--- config.mk ---
export PLATFORM = sky130hd
export DESIGN_NAME = dct_rank
export DESIGN_NICKNAME = d
export VERILOG_FILES = /design/src/sv/dct_pkg.sv /design/src/sv/dct_rank.sv
export SDC_FILE = /design/constraint.sdc
export NUM_CORES = 1
export LEC_CHECK = 0
export BUFFER_PORTS_ARGS = -buffer_cell sky130_fd_sc_hd__buf_2
export CELL_PAD_IN_SITES_DETAIL_PLACEMENT = 0
export CELL_PAD_IN_SITES_GLOBAL_PLACEMENT = 1
export CORE_MARGIN = 1.5
export CORE_UTILIZATION = 30
export DETAILED_ROUTE_END_ITERATION = 10
export PLACE_DENSITY_LB_ADDON = 0.1
export SETUP_SLACK_MARGIN = 0.1
export SYNTH_ARGS = -nofsm -noshare
export SYNTH_HDL_FRONTEND = slang
export SYNTH_SLANG_ARGS = --single-unit
--- constraint.sdc ---
create_clock -name vclk -period 8.5
set_input_delay 0.85 -clock vclk [all_inputs]
set_output_delay 0.85 -clock vclk [all_outputs]
set_load 0.005 [all_outputs]
--- src/sv/dct_pkg.sv ---
// ----------------------------------------------------------------------------
// dct_pkg
// Shared constants, command codes and register indexes of the double
// columnar transposition block.
// ----------------------------------------------------------------------------
package dct_pkg;

  localparam int KEY_MAX_DEF = 16;
  localparam int ROW_MAX_DEF = 64;

  localparam int KEY_CHARS  = 16;  // key characters held in the two key registers
  localparam int BYTE_W     = 8;
  localparam int CMD_W      = 2;
  localparam int KEY_LEN_W  = 5;
  localparam int CFG_DATA_W = 64;
  localparam int CFG_ADDR_W = 5;

  localparam logic [BYTE_W-1:0] SPACE_CHAR = 8'h20;

  typedef enum logic [CMD_W-1:0] {
    CMD_LOAD    = 2'd0,
    CMD_FETCH   = 2'd1,
    CMD_RESTART = 2'd2,
    CMD_NONE    = 2'd3
  } cmd_t;

  typedef enum logic [1:0] {
    REG_KEY_LO   = 2'd0,
    REG_KEY_HI   = 2'd1,
    REG_KEY_LEN  = 2'd2,
    REG_DEC_MODE = 2'd3
  } reg_idx_t;

endpackage

--- src/sv/dct_rank.sv ---
// ----------------------------------------------------------------------------
// dct_rank
// Compare bank: rank of one key character among the first len characters,
// ties broken by position.
// ----------------------------------------------------------------------------
module dct_rank
  import dct_pkg::*;
#(
  parameter  int KEY_MAX = KEY_MAX_DEF,
  localparam int KIDX_W  = $clog2(KEY_MAX),
  localparam int LEN_W   = $clog2(KEY_MAX + 1)
) (
  input  logic [KEY_MAX-1:0][BYTE_W-1:0] key,
  input  logic [LEN_W-1:0]               len,
  input  logic [KIDX_W-1:0]              idx,
  output logic [KIDX_W-1:0]              rank
);

  logic [BYTE_W-1:0]  ki;
  logic [KEY_MAX-1:0] below;

  always_comb begin
    ki = key[idx];
    for (int j = 0; j < KEY_MAX; j++) begin
      below[j] = (LEN_W'(j) < len) &&
                 ((key[j] < ki) || ((key[j] == ki) && (KIDX_W'(j) < idx)));
    end
    rank = KIDX_W'($countones(below));
  end

endmodule

* After elaboration in Yosys (flattened, before gate mapping)
Cells that the tools add are included.
** Cells by class
- $lt $le $gt $ge :: 49
- Reductions and logical operators :: 48
- Add/sub/neg operators :: 15
- Mux-type cells :: 2
- Eq/ne operators :: 16
** Operators by type and width (number)
- 8-bit equality test :: 16
- 8-bit less-than comparator :: 16
- 4-bit by 5-bit less-than comparator with 1-bit output, first input constant :: 8
- 8-bit binary-select mux with 4-bit select :: 1
- 1-bit logical AND :: 32
- 4-bit less-than comparator, first input constant :: 8
- 3-bit by 5-bit less-than comparator with 1-bit output, first input constant :: 4
- 1-bit by 1-bit adder with 2-bit output :: 8
- 1-bit logical OR :: 16
- 3-bit by 4-bit less-than comparator with 1-bit output, first input constant :: 4
- 2-bit by 2-bit adder with 3-bit output :: 4
- 1-bit by 5-bit less-than comparator with 1-bit output, first input constant :: 2
- 2-bit by 5-bit less-than comparator with 1-bit output, first input constant :: 2
- 3-bit by 3-bit adder with 4-bit output :: 2
- 1-bit by 4-bit less-than comparator with 1-bit output, first input constant :: 2
- 2-bit by 4-bit less-than comparator with 1-bit output, first input constant :: 2
- 8-bit two-way mux :: 1
- 4-bit by 5-bit less-than comparator with 1-bit output, second input constant :: 1
- 4-bit adder :: 1
** Storage, ports and cells
- Output and inout port bits :: 4
- Word-level logic and storage cells :: 130
- Input bits :: 137
- Bits in registers :: 0

* Logic depth before layout (Yosys ltp)
- Depth in word-level cells :: 10
- Mapped depth :: 24
- Mapped depth without buffers :: 21

* Worst setup path after synthesis
OpenSTA, ideal clock, no wires.
- Path kind :: input port to output port
- Start :: input port idx[0]
- End :: output port rank[2]
- Stages on the path :: 22
- Data arrival time :: 7.076 ns
- Buffers on the path :: 2
- Path slack :: 0.574 ns
- Cells stage by stage :: buf_6 buf_6 mux4_1 mux2i_1 nor2_1 a311oi_1 ha_1 a21oi_1 a21oi_1 a2111oi_0 o22ai_1 fa_1 inv_1 fa_1 inv_1 fa_1 inv_1 fa_1 ha_1 inv_1 fa_1 xnor2_1
** Between the ends
- Cells in the longest elaborated chain, start to end :: 10
** Ends and longest elaborated chain
- start, declared :: line dct_rank.sv:15 : input logic [KIDX_W-1:0] idx,
- branches (longest 9 deep; another with 8-bit less-than comparator)
- 4-bit adder (not written as such) * :: line dct_rank.sv:28 : rank = KIDX_W'($countones(below));
- end, declared :: line dct_rank.sv:16 : output logic [KIDX_W-1:0] rank
Every way passes the cells marked *. The select of a mux whose other input is x is not followed.

* Worst setup path after layout
Same ends and word-level chain as after synthesis.

==> results.ini <==
[timing]
slew-limit-headroom_pct = 48.7
fmax_ghz = 0.125
rsz0062_at_grt = false
setup_ws_ns = 0.509
slew_violations = 0
fin_crit_ns = 7.99
max_slew.worst_pin.slew_ns = 0.769
tns_ns = 0
setup_viol = 0
fin_crit_sh_pct = 94.0
finalHoldViolations = 0

[layout]
fillers = 1528
syn_to_final_growth_pct = 23.4
nNetsFinal = 907
ff_latch_area_um2 = 0
seq_cell_count = 0
multi_input_area_um2 = 4190
clkbuf_count = 0
layout-drive-gt1-share_pct = 29.7
diodes = 0

[floorplan]
io-pin-count = 141
die_y_um = 124
core_um2 = 14400
dieArea_um2 = 15400
start_util_pct = 30.5
fp.dieW_um = 124
row_count = 44

[power_and_ir_drop]
swShare_pct = 52.2
max-vdd-ir-drop_mv = 0.117
power.internal_uw = 406
combinationalPowerShare_pct = 100.0
p_leak_uw = 0.00273
pwr-share-clk_pct = 0
seq_power_share_pct = 0
powerDensity_nw_per_um2 = 156
power_switching_uw = 444

[critical_path]
critical_path_class = input port to primary output
critPathMaxFanout = 22
crit_required_ns = 7.65
cp-end-kind = primary output
endpoint = rank[2]
cp-startpoint = idx[0]
arrival_ns = 7.14
critPathLaunchType = input port

[global_route]
met1_usage_pct = 31.5
use_met2_pct = 39.0
grt_max_degree = 32
grt_pass1_vias = 4724
grt_usage_pct = 22.9
grt_pass1_wl_mm = 26.5
grt-ovfl-total = 0
antenna_found_initial = 0
gr-max-usage-layer = met2
use_met3_pct = 1.60

[worst_hold_path]
hold_path_class = input port to primary output
worstHoldPathCells = 5

[detailed_routing]
routed_wl_mm = 17.5
via_per_inst = 5.66
drt_iter0_drc = 164
num_vias = 4585
drtAntennaViolNets = 0
routedWlPerCell_um = 21.6
remaining_drc_errors = 0
detail_route.first_pass.iterations = 4

[synth]
synth_cell_types = 48
ys_top_cells_by_count = ha_1, a21oi_1, inv_1
synth_top_area_share_pct = 37.5
synth_area_leaders = ha_1, mux4_1, mux4_2
synth_area_um2 = 4400
ys_seq_area_share_pct = 0
syn-num-nets = 760
synth.yosys.warnings = 0
synth_most_common_cell = ha_1
syn_avg_cell_area_um2 = 9.16
syn_inst = 481
yosysTopAreaCell = ha_1

[clock_tree]
holdBufCountCts = 0
post_cts_buffers = 0
ctsResizeCount = 0

[place]
dp_hpwl_mm = 15.3
pre_cts_slack_ns = 0.492
portBuffers = 141
place.gp.congestion = 0.879

[status]
status = complete, no violations

[run]
cap_violations = 0

metal layers:
layer | part of all wire [%] | vias up | wire length, um
met2 | 46 | 158 | 8080
li1 | - | 2230 | -
met5 | 0 | - | 0
met4 | 2.6 | 0 | 452
met1 | 46 | 2171 | 7970
met3 | 5.6 | 26 | 977
cells by family after synthesis:
family          Yosys count  share of synthesized area (%)
compound gates          135                           19.5
xor+xnor                  2                          0.398
fa+ha+maj               142                           42.0
buf+inv                  51                           5.51
mux                      48                           20.0
simple gates            103                           12.6
placed cells by master (no fill, tap or decap), types with 3 or more instances in the layout:
master       n
mux4_2      15
nand4_1     23
a21oi_1     51
buf_4       18
a311oi_2     5
nand2b_1     3
and3_1       3
nor2b_1     15
inv_1       35
o22ai_1     11
nor3_1       4
nand2_1     15
o21ai_0     18
mux4_1      13
a2111oi_0    6
mux2i_1     20
o211ai_1    12
a211oi_1     3
o32ai_1      3
nand3_1     10
buf_2      141
fa_1        10
ha_1       132
a21o_1       9
nor2_1      18
layout make-up:
cell class                      instances  area share (%)
Tap cell                              184            4.24
Timing Repair Buffer                  161            16.2
Multi-Input combinational cell        430            77.1
Inverter                               35            2.42
worst max-delay path: stages:
cell and delay [ns]:
buf_2 0.28, buf_12 0.24, mux4_1 0.57, mux4_2 0.45, inv_1 0.24, ha_1 0.30
nor2b_1 0.13, o211ai_1 0.15, a21oi_1 0.09, a2111oi_0 0.52, o22ai_1 0.21, fa_1 0.57
inv_1 0.06, fa_1 0.50, inv_1 0.06, fa_1 0.48, inv_1 0.06, fa_1 0.54
ha_1 0.16, inv_1 0.05, fa_1 0.37, xnor2_1 0.13, buf_2 0.12
how the worst min path moves through the flow:
stage           start       to
2_1_floorplan  len[0]  rank[0]
3_3_place_gp   len[0]  rank[0]
3_5_place_dp   len[0]  rank[0]
4_1_cts        len[0]  rank[0]
5_1_grt        len[0]  rank[0]
6_report       len[0]  rank[0]
stage by stage:
stage | hold slack, ns | cells | util [%] | total power [uW] | area (um^2)
after global placement | 2.48 | 810 | 37.7 | 854 | 5440
after detailed placement | 2.52 | 810 | 37.7 | 861 | 5440
after global routing | 2.53 | 810 | 37.7 | 994 | 5440
final | 2.49 | 810 | 37.7 | 850 | 5440
after CTS | 2.53 | 810 | 37.7 | 868 | 5440
after floorplan | 1.98 | 481 | - | 555 | 4400
power groups by stage:
stage	combinational, uW	clock [uW]	sequential [uW]
floorplan	555	0	0
global placement	854	0	0
detailed placement	861	0	0
CTS	868	0	0
global route	994	0	0
finish	850	0	0
Power figures use the tool's default switching activity.
