[config.mk]
export PLATFORM = sky130hd
export DESIGN_NAME = dct_div
export DESIGN_NICKNAME = d
export VERILOG_FILES = /design/src/sv/dct_div.sv
export SDC_FILE = /design/constraint.sdc
export NUM_CORES = 1
export LEC_CHECK = 0
export BUFFER_PORTS_ARGS = -buffer_cell sky130_fd_sc_hd__buf_2
export CORE_AREA = 2 2 67 69
export DETAILED_ROUTE_END_ITERATION = 16
export DIE_AREA = 0 0 69 71
export GPL_TIMING_DRIVEN = 0
export PLACE_DENSITY_LB_ADDON = 0.12
export SYNTH_ARGS = -nofsm -noshare
export SYNTH_HDL_FRONTEND = slang
export SYNTH_SLANG_ARGS = --single-unit
[constraint.sdc]
create_clock -name clk -period 2.7 [get_ports clk]
set_input_delay 0.54 -clock clk [delete_from_list [all_inputs] [get_ports clk]]
set_output_delay 0.54 -clock clk [all_outputs]
set_load 0.03 [all_outputs]
[src/sv/dct_div.sv]
// ----------------------------------------------------------------------------
// dct_div
// Shared restoring divider, one quotient bit per cycle. done pulses for one
// cycle when quotient and remainder are final; they hold until the next start.
// ----------------------------------------------------------------------------
module dct_div #(
  parameter  int W  = 11,
  localparam int CW = $clog2(W + 1)
) (
  input  logic         clk,
  input  logic         rst_n,
  input  logic         start,
  input  logic [W-1:0] dividend,
  input  logic [W-1:0] divisor,
  output logic         done,
  output logic [W-1:0] quotient,
  output logic [W-1:0] remainder
);

  logic          act_r;
  logic          done_r;
  logic [CW-1:0] cnt_r;
  logic [W-1:0]  rem_r;
  logic [W-1:0]  quo_r;
  logic [W-1:0]  dsr_r;

  logic [W:0]    shifted;
  logic [W:0]    diff;
  logic          ge;
  logic [W-1:0]  rem_nxt;
  logic [W-1:0]  quo_nxt;

  always_comb begin
    shifted = {rem_r, quo_r[W-1]};
    ge      = (shifted >= {1'b0, dsr_r});
    diff    = shifted - {1'b0, dsr_r};
    rem_nxt = ge ? diff[W-1:0] : shifted[W-1:0];
    quo_nxt = {quo_r[W-2:0], ge};
  end

  always_ff @(posedge clk) begin
    if (!rst_n) begin
      act_r  <= 1'b0;
      done_r <= 1'b0;
      cnt_r  <= '0;
    end else begin
      done_r <= 1'b0;
      if (start) begin
        act_r <= 1'b1;
        cnt_r <= CW'(W);
      end else if (act_r) begin
        cnt_r <= cnt_r - 1'b1;
        if (cnt_r == CW'(1)) begin
          act_r  <= 1'b0;
          done_r <= 1'b1;
        end
      end
    end
  end

  always_ff @(posedge clk) begin
    if (start) begin
      rem_r <= '0;
      quo_r <= dividend;
      dsr_r <= divisor;
    end else if (act_r) begin
      rem_r <= rem_nxt;
      quo_r <= quo_nxt;
    end
  end

  assign done      = done_r;
  assign quotient  = quo_r;
  assign remainder = rem_r;

endmodule

* Word-level counts from Yosys, hierarchy flattened
Index checks and enable logic that the tools add are counted.
** Word-level totals
- Memories kept :: 0
- Memory bits (writable) :: 0
- Flip-flop bits (word level) :: 39
- Latch bits :: 0
- Memory bits (read-only) :: 0
- Input port bits :: 25
- Output and inout bits :: 23
- Word-level logic and storage cells :: 25
** Cells by class
- Mux-type cells :: 9
- Div/mod/pow operators :: 0
- Reductions and logical operators :: 3
- Bitwise logic cells :: 2
- $mul :: 0
- Equality and inequality tests :: 1
- Magnitude comparators :: 1
- Add/subtract/negate cells :: 2
- Shift operators :: 0
** Operator list (number)
- $mux 11 :: 3
- $ge 12x11->1 :: 1
- $sub 11x11->11 :: 1
- $mux 4 :: 2
- $eq 4x1->1 const B :: 1
- $mux 1 :: 4
- $sub 4x1->4 const B :: 1
- $reduce_or 3->1 :: 1
- $not 1->1 :: 2
- $reduce_bool 2->1 :: 1
- $reduce_or 2->1 :: 1

* Logic depth before layout (Yosys ltp)
Gate-level depths: netlist of run 1.
- Depth in word-level cells :: 4
- Mapped depth :: 10
- Gate-level depth less buffers :: 9

* Least setup slack after synthesis of run 1
No wires, ideal clock.
- Path type :: reg-to-reg
- From :: reg quo_r[10], in the netlist quotient[10]
- To :: reg rem_r[0], in the netlist remainder[0]
- Period minus slack after synthesis :: 2.422 ns
- Required time :: 2.621 ns
- Path buffers :: 0
- Path slack :: 0.278 ns
- Arrival :: 2.342 ns
- Library setup time :: 0.079 ns
- Cell stages (with the launch flop) :: 10
- Path through :: edfxtp_1 > inv_1 > ha_1 > fa_1 > nor2b_1 > o31a_1 > o21ai_2 > o21ai_4 > mux2_4 > a211oi_2
** On the way
- Longest elaborated chain between the ends :: 2
- Elaborated cells on any way between the ends :: 3
- Those cells by class :: add/sub (1); order compare (1); mux (1)
** RTL lines
- start: declaration :: RTL line 24 : logic [W-1:0] quo_r;
- start signal: assignment :: RTL line 64 : quo_r <= dividend;
- start signal: assignment :: RTL line 68 : quo_r <= quo_nxt;
- $sub 11x11->11 / $ge 12x11->1 (equally long branches) :: RTL line 36, 35
- $mux 11 * :: RTL line 37 : rem_nxt = ge ? diff[W-1:0] : shifted[W-1:0];
- end signal: assignment :: RTL line 67 : rem_r <= rem_nxt;
- end: declaration :: RTL line 23 : logic [W-1:0] rem_r;
Every way passes the cells marked *; elsewhere a longest branch is shown, timed or not.
A chain may end at the register's enable or synchronous reset.

* Worst setup path after layout of run 1
- From :: reg quo_r[10], in the netlist quotient[10]
- To :: reg rem_r[10], in the netlist remainder[10]
The elaborated chain is that of the path after synthesis.

==> flow_metrics.py, run 1 <==
metrics = {
    "status": {
        "outcome": "finished, final reports clean",
    },
    "detailed_routing": {
        "vias": 1643,
        "final_antenna_net_count": 0,
        "drc_errors": 0,
        "via_per_inst": 5.35,
        "firstDrtPassIters": 4,
        "wirelength_microns": 4430,
        "initialDrtViolationCount": 62,
        "wire_per_inst_microns": 14.4,
    },
    "cells_and_area": {
        "final_area_sq_um": 2600,
        "drive_gt1_share_pct": 29.4,
        "syn2layout_area_growth_pct": 18.6,
        "diodes": 0,
        "finalNetCount": 293,
    },
    "grt": {
        "grt_pass1_wl_microns": 7460,
        "met3_usage_pct": 4.27,
        "grtUsageTotal_pct": 18.9,
        "grt-ovfl-total": 0,
        "grt_max_degree": 16,
        "grt_pass1_vias": 1639,
        "grtUsageMet1_pct": 24.5,
        "antenna_found_initial": 0,
        "grt_use_met2_pct": 32.1,
        "grt_busiest_layer": "met2",
    },
    "worst_setup_path": {
        "crit_chain": "inv_1, ha_1, fa_1, nor2b_1, o31a_1, o21ai_2, o21ai_4, buf_8, o31ai_1, a311oi_1",
        "cp_top_family": "compound AO/OA/AOI/OAI gates",
        "reg2reg_from": "quotient[10]$_DFFE_PP_",
        "path_buf_inv": 2,
        "worst-setup-path-type": "reg -> reg",
        "crit_path_max_incr_delay_ps": 430,
        "crit_slowest_cell": "fa_1",
        "worstSetupPathDepth": 10,
        "startpoint_type": "register",
        "reg2reg_to": "remainder[10]$_SDFFE_PP0P_",
        "end_kind": "register",
        "worstPathArrival_ps": 2670,
        "worstPathMaxFanout": 10,
        "crit_required_ps": 2900,
        "r2r_slack_ps": 230,
        "r2r_cells": 10,
    },
    "place": {
        "preCtsSetupSlack_ps": 238,
        "post_dp_cell_area_sq_um": 2490,
        "dp_hpwl_microns": 3260,
        "routabilityCongestion": 0.822,
        "portBuffers": 47,
    },
    "yosys": {
        "ys_ff_latch": 39,
        "syn_area_per_cell_sq_um": 11.0,
        "synth_edf_count": 22,
        "synth-async-reset-ratio_pct": 0,
        "yosys_most_used_dff": "edfxtp_1",
        "yosys.cell_types.count": 46,
        "syn_inst": 200,
        "synth_nets": 239,
        "yosysSeqAreaShare_pct": 45.6,
        "syn_area_sq_um": 2190,
        "ys_warn_count": 0,
    },
    "floorplanning": {
        "die_w_microns": 69,
        "ioPinCount": 48,
        "start_util_pct": 52.2,
        "coreArea_sq_um": 4200,
        "row_count": 24,
        "dieArea_sq_um": 4900,
        "die_y_microns": 71,
    },
    "sta": {
        "max_freq_mhz": 404,
        "rsz0062_at_grt": "false",
        "final_max_slew_viol_count": 0,
        "fin_crit_ps": 2470,
        "timing.hold.ws_ps": 414,
        "hold_viol": 0,
        "timing.final.crit_share_pct": 91.7,
        "tightestPinTransition_ps": 564,
        "finalSetupViolCount": 0,
        "relSlewSlack_pct": 62.4,
        "worst_slack_ps": 225,
        "setup_tns_ps": 0,
        "clock_skew_ps": 10.1,
    },
    "clocking": {
        "cts_resized": 0,
        "ctsLongestPathBuffers": 2,
        "cts_sinks": 39,
        "insertion_delay_ps": 290,
        "htreeDepth": 2,
        "cts_tree": "done",
        "postCtsSetupBuffers": 0,
        "ctsHoldBuffers": 0,
        "cts_root_buffer": "clkbuf_8",
        "clk_pin_slew_worst_paths_ps": 80,
        "cts_buffers": 5,
    },
    "power_and_ir_drop": {
        "p_switching_uw": 539,
        "p_clk_share_pct": 27.9,
        "max-vdd-ir-drop_mv": 0.346,
        "power_mw": 1.71,
        "power.leakage_nw": 1.12,
        "power_frac_comb_pct": 29.6,
        "p_int_mw": 1.17,
        "seq_power_share_pct": 42.5,
        "power_density_nw_per_um2": 657,
        "switching_share_pct": 31.5,
    },
    "flow_run": {
        "cap_viol_max_count": 0,
    },
    "min_path": {
        "min_to": "dsr_r[1]$_DFFE_PP_",
        "worstHoldPathType": "in -> reg",
        "hp-start": "divisor[1]",
        "hold_depth": 1,
    },
}
-- area by class of cell --
class                   instances  area [sq um]
clock inverters                 3          38.8
clock buffers                   5          68.8
plain buffers                   8          48.8
inverters                      15          56.3
multi-input cells             138          1090
flip-flops and latches         39          1000
repair buffers                 47           235
fillers                       382          1600
well taps                      52          65.1
-- state kept, by name, summed over array words and instances, names as in the netlist --
register and count:
cnt_r 4, act_r 1, dsr_r 11, quotient 11, remainder 11, done 1
-- worst max path at each step --
stage                     slack (ps)                         end                   start
after floorplan                  280   remainder[0]$_SDFFE_PP0P_  quotient[10]$_DFFE_PP_
after global placement           260  remainder[10]$_SDFFE_PP0P_  quotient[10]$_DFFE_PP_
after detailed placement         240   remainder[9]$_SDFFE_PP0P_  quotient[10]$_DFFE_PP_
after CTS                        200  remainder[10]$_SDFFE_PP0P_  quotient[10]$_DFFE_PP_
after global routing              20   remainder[7]$_SDFFE_PP0P_  quotient[10]$_DFFE_PP_
final                            230  remainder[10]$_SDFFE_PP0P_  quotient[10]$_DFFE_PP_
-- stage by stage --
step,utilization [%],std cells
after floorplan,-,200
after CTS,61.9,307
after global routing,61.9,307
after global placement,59.3,299
after detailed placement,59.3,299
final,61.9,307
-- routing by layer --
| metal | share of wire, % | routed length [microns] |
|---|---|---|
| met1 | 49 | 2150 |
| met2 | 47 | 2070 |
| met3 | 3.5 | 157 |
| met4 | 1.2 | 53 |
| met5 | 0 | 0 |
-- worst register-to-register path, stage by stage, from the launching register on --
cell and delay, ps:
edfxtp_1 340, inv_1 60, ha_1 230, fa_1 430
nor2b_1 170, o31a_1 200, o21ai_2 150, o21ai_4 250
buf_8 190, o31ai_1 90, a311oi_1 280
-- power by group through the flow --
stage	clock network, mW	registers, mW	logic [mW]
after floorplan	0	0.804	0.318
after global placement	0	0.741	0.497
after detailed placement	0	0.741	0.507
after CTS	0.487	0.728	0.508
after global routing	0.501	0.735	0.553
final	0.478	0.727	0.505
-- cells in the final DEF, fill, tap and decap left out, types with 2 or more instances in the layout --
| cell | count |
|---|---|
| a211oi_1 | 7 |
| a21oi_1 | 7 |
| a311oi_1 | 2 |
| buf_1 | 2 |
| buf_2 | 47 |
| clkbuf_1 | 4 |
| clkbuf_8 | 5 |
| dfxtp_1 | 17 |
| edfxtp_1 | 22 |
| ha_1 | 13 |
| inv_1 | 15 |
| mux2_2 | 11 |
| mux2i_1 | 6 |
| nand2_1 | 9 |
| nand2b_1 | 4 |
| nand3b_1 | 2 |
| nor2_1 | 19 |
| nor2b_1 | 3 |
| nor3_1 | 2 |
| nor3b_1 | 2 |
| nor4b_1 | 2 |
| nor4bb_1 | 3 |
| o211ai_1 | 4 |
| o21a_1 | 5 |
| o21ai_0 | 7 |
| o22ai_1 | 2 |
| o31a_1 | 2 |
| o31ai_1 | 2 |
| xnor2_1 | 5 |
| xor2_1 | 3 |
-- cell families after synthesis --
family,after synthesis,share of synthesized area [%]
AOI/OAI and AO/OA,43,14.8
xor gates and xnor gates,8,3.19
adders and majority gates,14,8.32
buffers and inverters,23,4.79
DFF,39,45.6
muxes,18,9.06
and+or+nand+nor,55,14.2
-- cells in the mapped netlist, drive strengths merged, types with 6 or more instances --
cell	count	share of area (%)
ha	13	7.4
mux2i	6	2.7
inv	15	2.6
dfxtp	17	16
edfxtp	22	30
a21oi	7	1.6
a211oi	8	3.0
o21ai	9	2.7
nor2	19	3.2
mux2	12	6.3
nand2	9	1.5
Note: power is estimated with default switching activity, not from simulation.
==> run 2: changes to the inputs <==
Settings changed: RECOVER_POWER from default to 25.
==> flow_metrics.py, run 2 (synthesis results as in run 1) <==
metrics = {
    "grt": {
        "grt_max_degree": 16,
        "grt_pass1_vias": 1639,
        "grtUsageTotal_pct": 18.9,
        "grt-ovfl-total": 0,
        "grt_pass1_wl_microns": 7460,
        "antenna_found_initial": 0,
    },
    "worst_setup_path": {
        "worstPathArrival_ps": 2670,
        "r2r_slack_ps": 230,
        "crit_required_ps": 2900,
        "startpoint_type": "register",
        "reg2reg_from": "quotient[10]$_DFFE_PP_",
        "worst-setup-path-type": "reg -> reg",
        "end_kind": "register",
        "reg2reg_to": "remainder[10]$_SDFFE_PP0P_",
        "r2r_cells": 10,
        "worstPathMaxFanout": 10,
    },
    "detailed_routing": {
        "firstDrtPassIters": 4,
        "initialDrtViolationCount": 62,
        "final_antenna_net_count": 0,
        "vias": 1643,
        "wirelength_microns": 4430,
        "wire_per_inst_microns": 14.4,
        "drc_errors": 0,
        "via_per_inst": 5.35,
    },
    "clocking": {
        "htreeDepth": 2,
        "clk_pin_slew_worst_paths_ps": 80,
        "cts_buffers": 5,
        "insertion_delay_ps": 290,
        "postCtsSetupBuffers": 0,
        "cts_tree": "done",
        "cts_resized": 0,
        "cts_root_buffer": "clkbuf_8",
        "cts_sinks": 39,
        "ctsLongestPathBuffers": 2,
        "ctsHoldBuffers": 0,
    },
    "place": {
        "dp_hpwl_microns": 3260,
        "routabilityCongestion": 0.822,
        "preCtsSetupSlack_ps": 238,
        "portBuffers": 47,
    },
    "cells_and_area": {
        "final_util_pct": 61.9,
        "final_common_cell": "buf_2",
        "syn2layout_area_growth_pct": 18.5,
        "drive_gt1_share_pct": 29.0,
        "regArea_sq_um": 1000,
        "diodes": 0,
        "multiInputGateArea_sq_um": 1090,
        "finalNetCount": 293,
        "fillCellCount": 383,
        "final_cell_mix": "46 x buf_2, 22 x edfxtp_1, 19 x nor2_1, 17 x dfxtp_1, 15 x inv_1",
    },
    "sta": {
        "relSlewSlack_pct": 45.0,
        "final_max_slew_viol_count": 0,
        "worst_slack_ps": 225,
        "hold_viol": 0,
        "setup_tns_ps": 0,
        "clock_skew_ps": 10.1,
        "tightestPinTransition_ps": 825,
        "fin_crit_ps": 2470,
        "max_freq_mhz": 404,
        "timing.final.crit_share_pct": 91.7,
        "finalSetupViolCount": 0,
        "timing.hold.ws_ps": 414,
        "rsz0062_at_grt": "false",
    },
    "floorplanning": {
        "coreArea_sq_um": 4200,
        "ioPinCount": 48,
        "die_w_microns": 69,
        "start_util_pct": 52.2,
        "row_count": 24,
        "die_y_microns": 71,
        "dieArea_sq_um": 4900,
    },
    "flow_run": {
        "cap_viol_max_count": 0,
    },
    "min_path": {
        "min_to": "dsr_r[1]$_DFFE_PP_",
        "hp-start": "divisor[1]",
        "worstHoldPathType": "in -> reg",
        "hold_depth": 1,
    },
    "power_and_ir_drop": {
        "power_density_nw_per_um2": 657,
        "power_mw": 1.71,
        "power.leakage_nw": 1.12,
        "max-vdd-ir-drop_mv": 0.346,
    },
    "status": {
        "outcome": "finished, final reports clean",
    },
}
[run 2: metal layers]
layer / wire, microns / up-vias / part of all wire, % / track usage [%]
met5: 0 / - / 0 / 0
met4: 53 / 0 / 1.2 / 5.23
met3: 159 / 6 / 3.6 / 4.27
met2: 2070 / 34 / 47 / 32.1
met1: 2150 / 771 / 49 / 24.5
li1: - / 832 / - / -
[run 2: stage by stage]
stage          area (sq um)  cells
2_1_floorplan          2190    200
3_3_place_gp           2490    299
3_5_place_dp           2490    299
4_1_cts                2600    307
5_1_grt                2600    307
6_report               2600    307
[run 2: area by class of cell]
class | count | area share, %
Buffer | 8 | 1.88
Clock buffer | 5 | 2.65
Clock inverter | 3 | 1.49
Inverter | 15 | 2.16
Multi-Input combinational cell | 138 | 41.8
Sequential cell | 39 | 38.5
Tap cell | 52 | 2.50
Timing Repair Buffer | 47 | 8.99
[run 2: power breakdown]
part | switching, mW | internal [mW] | leakage (nW) | total, mW
clock network | 0.207 | 0.271 | 0.0556 | 0.478
registers | 0.0380 | 0.689 | 0.359 | 0.727
logic | 0.294 | 0.212 | 0.708 | 0.505
total | 0.539 | 1.17 | 1.12 | 1.71
[run 2: how the worst max path moves through the flow]
stage,slack (ps),end,cells after the start,from
after floorplan,280,remainder[0]$_SDFFE_PP0P_,9,quotient[10]$_DFFE_PP_
after detailed placement,240,remainder[9]$_SDFFE_PP0P_,10,quotient[10]$_DFFE_PP_
after CTS,200,remainder[10]$_SDFFE_PP0P_,10,quotient[10]$_DFFE_PP_
final,230,remainder[10]$_SDFFE_PP0P_,10,quotient[10]$_DFFE_PP_
after global placement,260,remainder[10]$_SDFFE_PP0P_,10,quotient[10]$_DFFE_PP_
after global routing,20,remainder[7]$_SDFFE_PP0P_,10,quotient[10]$_DFFE_PP_
[run 2: worst max-delay path, stage by stage, from the launching register on]
cell	delay [ps]
edfxtp_1	340
inv_1	60
ha_1	230
fa_1	430
nor2b_1	170
o31a_1	200
o21ai_2	150
o21ai_4	250
buf_8	190
o31ai_1	90
a311oi_1	280
==> run 3: changes to the inputs <==
Settings changed: CORE_AREA 2 2 67 69 to 2 2 50 87, DIE_AREA 0 0 69 71 to 0 0 52 89, PLACE_DENSITY from default to 0.82, PLACE_DENSITY_LB_ADDON 0.12 to default.
Clock period 2.7 ns to 2.99 ns, I/O delays scaled along.
==> flow_metrics.py, run 3 (synthesis results as in run 1) <==
metrics = {
    "clocking": {
        "insertion_delay_ps": 300,
        "cts_tree": "done",
        "cts_buffers": 5,
        "cts_resized": 0,
        "ctsLongestPathBuffers": 2,
        "htreeDepth": 2,
        "ctsHoldBuffers": 0,
        "clk_pin_slew_worst_paths_ps": 80,
        "cts_root_buffer": "clkbuf_8",
        "postCtsSetupBuffers": 0,
        "cts_sinks": 39,
    },
    "grt": {
        "grt_pass1_vias": 1697,
        "grt-ovfl-total": 0,
        "grtUsageTotal_pct": 21.9,
        "antenna_found_initial": 0,
        "grt_max_degree": 16,
        "grt_pass1_wl_microns": 7360,
    },
    "min_path": {
        "worstHoldPathType": "in -> reg",
    },
    "detailed_routing": {
        "wirelength_microns": 4620,
        "final_antenna_net_count": 0,
        "via_per_inst": 5.68,
        "drc_errors": 0,
        "vias": 1722,
        "initialDrtViolationCount": 32,
        "firstDrtPassIters": 4,
        "wire_per_inst_microns": 15.3,
    },
    "place": {
        "routabilityCongestion": 0.796,
        "dp_hpwl_microns": 3420,
        "portBuffers": 47,
    },
    "worst_setup_path": {
        "crit_required_ps": 3150,
        "startpoint": "quotient[10]$_DFFE_PP_",
        "reg2reg_to": "remainder[8]$_SDFFE_PP0P_",
        "worstPathArrival_ps": 2720,
        "worst-setup-path-type": "reg -> reg",
        "r2r_cells": 10,
        "reg2reg_from": "quotient[10]$_DFFE_PP_",
        "end_kind": "register",
        "startpoint_type": "register",
        "r2r_slack_ps": 430,
        "crit_end": "remainder[8]$_SDFFE_PP0P_",
        "worstPathMaxFanout": 10,
    },
    "sta": {
        "final_max_slew_viol_count": 0,
        "hold_viol": 0,
        "rsz0062_at_grt": "false",
        "setup_tns_ps": 0,
        "fin_crit_ps": 2560,
        "tightestPinTransition_ps": 896,
        "clock_skew_ps": 13.0,
        "relSlewSlack_pct": 40.2,
        "timing.final.crit_share_pct": 85.6,
        "max_freq_mhz": 391,
        "finalSetupViolCount": 0,
    },
    "status": {
        "outcome": "finished, final reports clean",
    },
    "cells_and_area": {
        "syn2layout_area_growth_pct": 17.2,
        "finalNetCount": 293,
        "final_cell_mix": "46 x buf_2, 22 x edfxtp_1, 19 x nor2_1, 17 x dfxtp_1, 15 x inv_1",
        "final_common_cell": "buf_2",
        "diodes": 0,
        "drive_gt1_share_pct": 29.0,
        "final_util_pct": 66.5,
    },
    "power_and_ir_drop": {
        "power_density_nw_per_um2": 569,
        "power.leakage_nw": 1.11,
        "max-vdd-ir-drop_mv": 0.485,
    },
    "floorplanning": {
        "row_count": 30,
        "start_util_pct": 56.8,
        "dieArea_sq_um": 4630,
        "die_w_microns": 52,
        "die_y_microns": 89,
        "coreArea_sq_um": 3870,
        "ioPinCount": 48,
    },
    "flow_run": {
        "cap_viol_max_count": 0,
    },
}
[run 3: cell types whose count changed in the layout (fill, tap and decap cells not counted), sizes merged]
cell / delta
bufinv: -1
clkbuf: +1
clkinv: -1
inv: +1
[run 3: per-stage QoR]
stage	cells	area (sq um)	hold slack, ps	total power [mW]	setup slack, ps
floorplan	200	2190	519	1.01	568
global placement	295	2490	505	1.12	477
detailed placement	295	2490	514	1.13	447
CTS	303	2570	461	1.48	416
global route	303	2570	472	1.54	286
finish	303	2570	477	1.46	432
[run 3: how the worst min path moves through the flow]
stage | cells past startpoint | start | endpoint | slack [ps]
6_report | 1 | divisor[6] | dsr_r[6]$_DFFE_PP_ | 480
4_1_cts | 1 | divisor[6] | dsr_r[6]$_DFFE_PP_ | 460
5_1_grt | 1 | divisor[0] | dsr_r[0]$_DFFE_PP_ | 470
3_5_place_dp | 2 | remainder[3]$_SDFFE_PP0P_ | remainder[3]$_SDFFE_PP0P_ | 510
2_1_floorplan | 3 | cnt_r[3]$_SDFFE_PN0P_ | done$_SDFF_PP0_ | 520
3_3_place_gp | 2 | remainder[9]$_SDFFE_PP0P_ | remainder[9]$_SDFFE_PP0P_ | 500
[run 3: worst max-delay path, stage by stage, from the launching register on]
cell and delay [ps]:
edfxtp_1 350, inv_1 60, ha_1 220, fa_1 410
nor2b_1 180, o31a_1 210, o21ai_2 150, o21ai_4 240
buf_8 190, mux2i_1 300, a211oi_1 110
[run 3: routing by layer]
layer,vias up,GRT usage [%],wire length (microns),part of all wire (%)
met5,-,0,0,0
met2,38,38.9,2590,56
met4,0,13.9,142,3.1
met3,10,4.01,155,3.4
li1,833,-,-,-
met1,841,23.0,1740,38
[run 3: area by class of cell]
| class | count | area, sq um |
|---|---|---|
| fill | 318 | 1290 |
| multi-input combinational | 138 | 1090 |
| sequential | 39 | 1000 |
| timing repair buffer | 47 | 234 |
| clock buffer | 6 | 72.6 |
| tap | 48 | 60.1 |
| inverter | 15 | 56.3 |
| buffer | 8 | 48.8 |
| clock inverter | 2 | 11.3 |
[run 3: report_power, final]
group          internal (mW)  switching (mW)  total, mW
logic                  0.191           0.271      0.462
registers              0.623          0.0350      0.658
clock network          0.164           0.182      0.346
total                  0.977           0.488       1.46
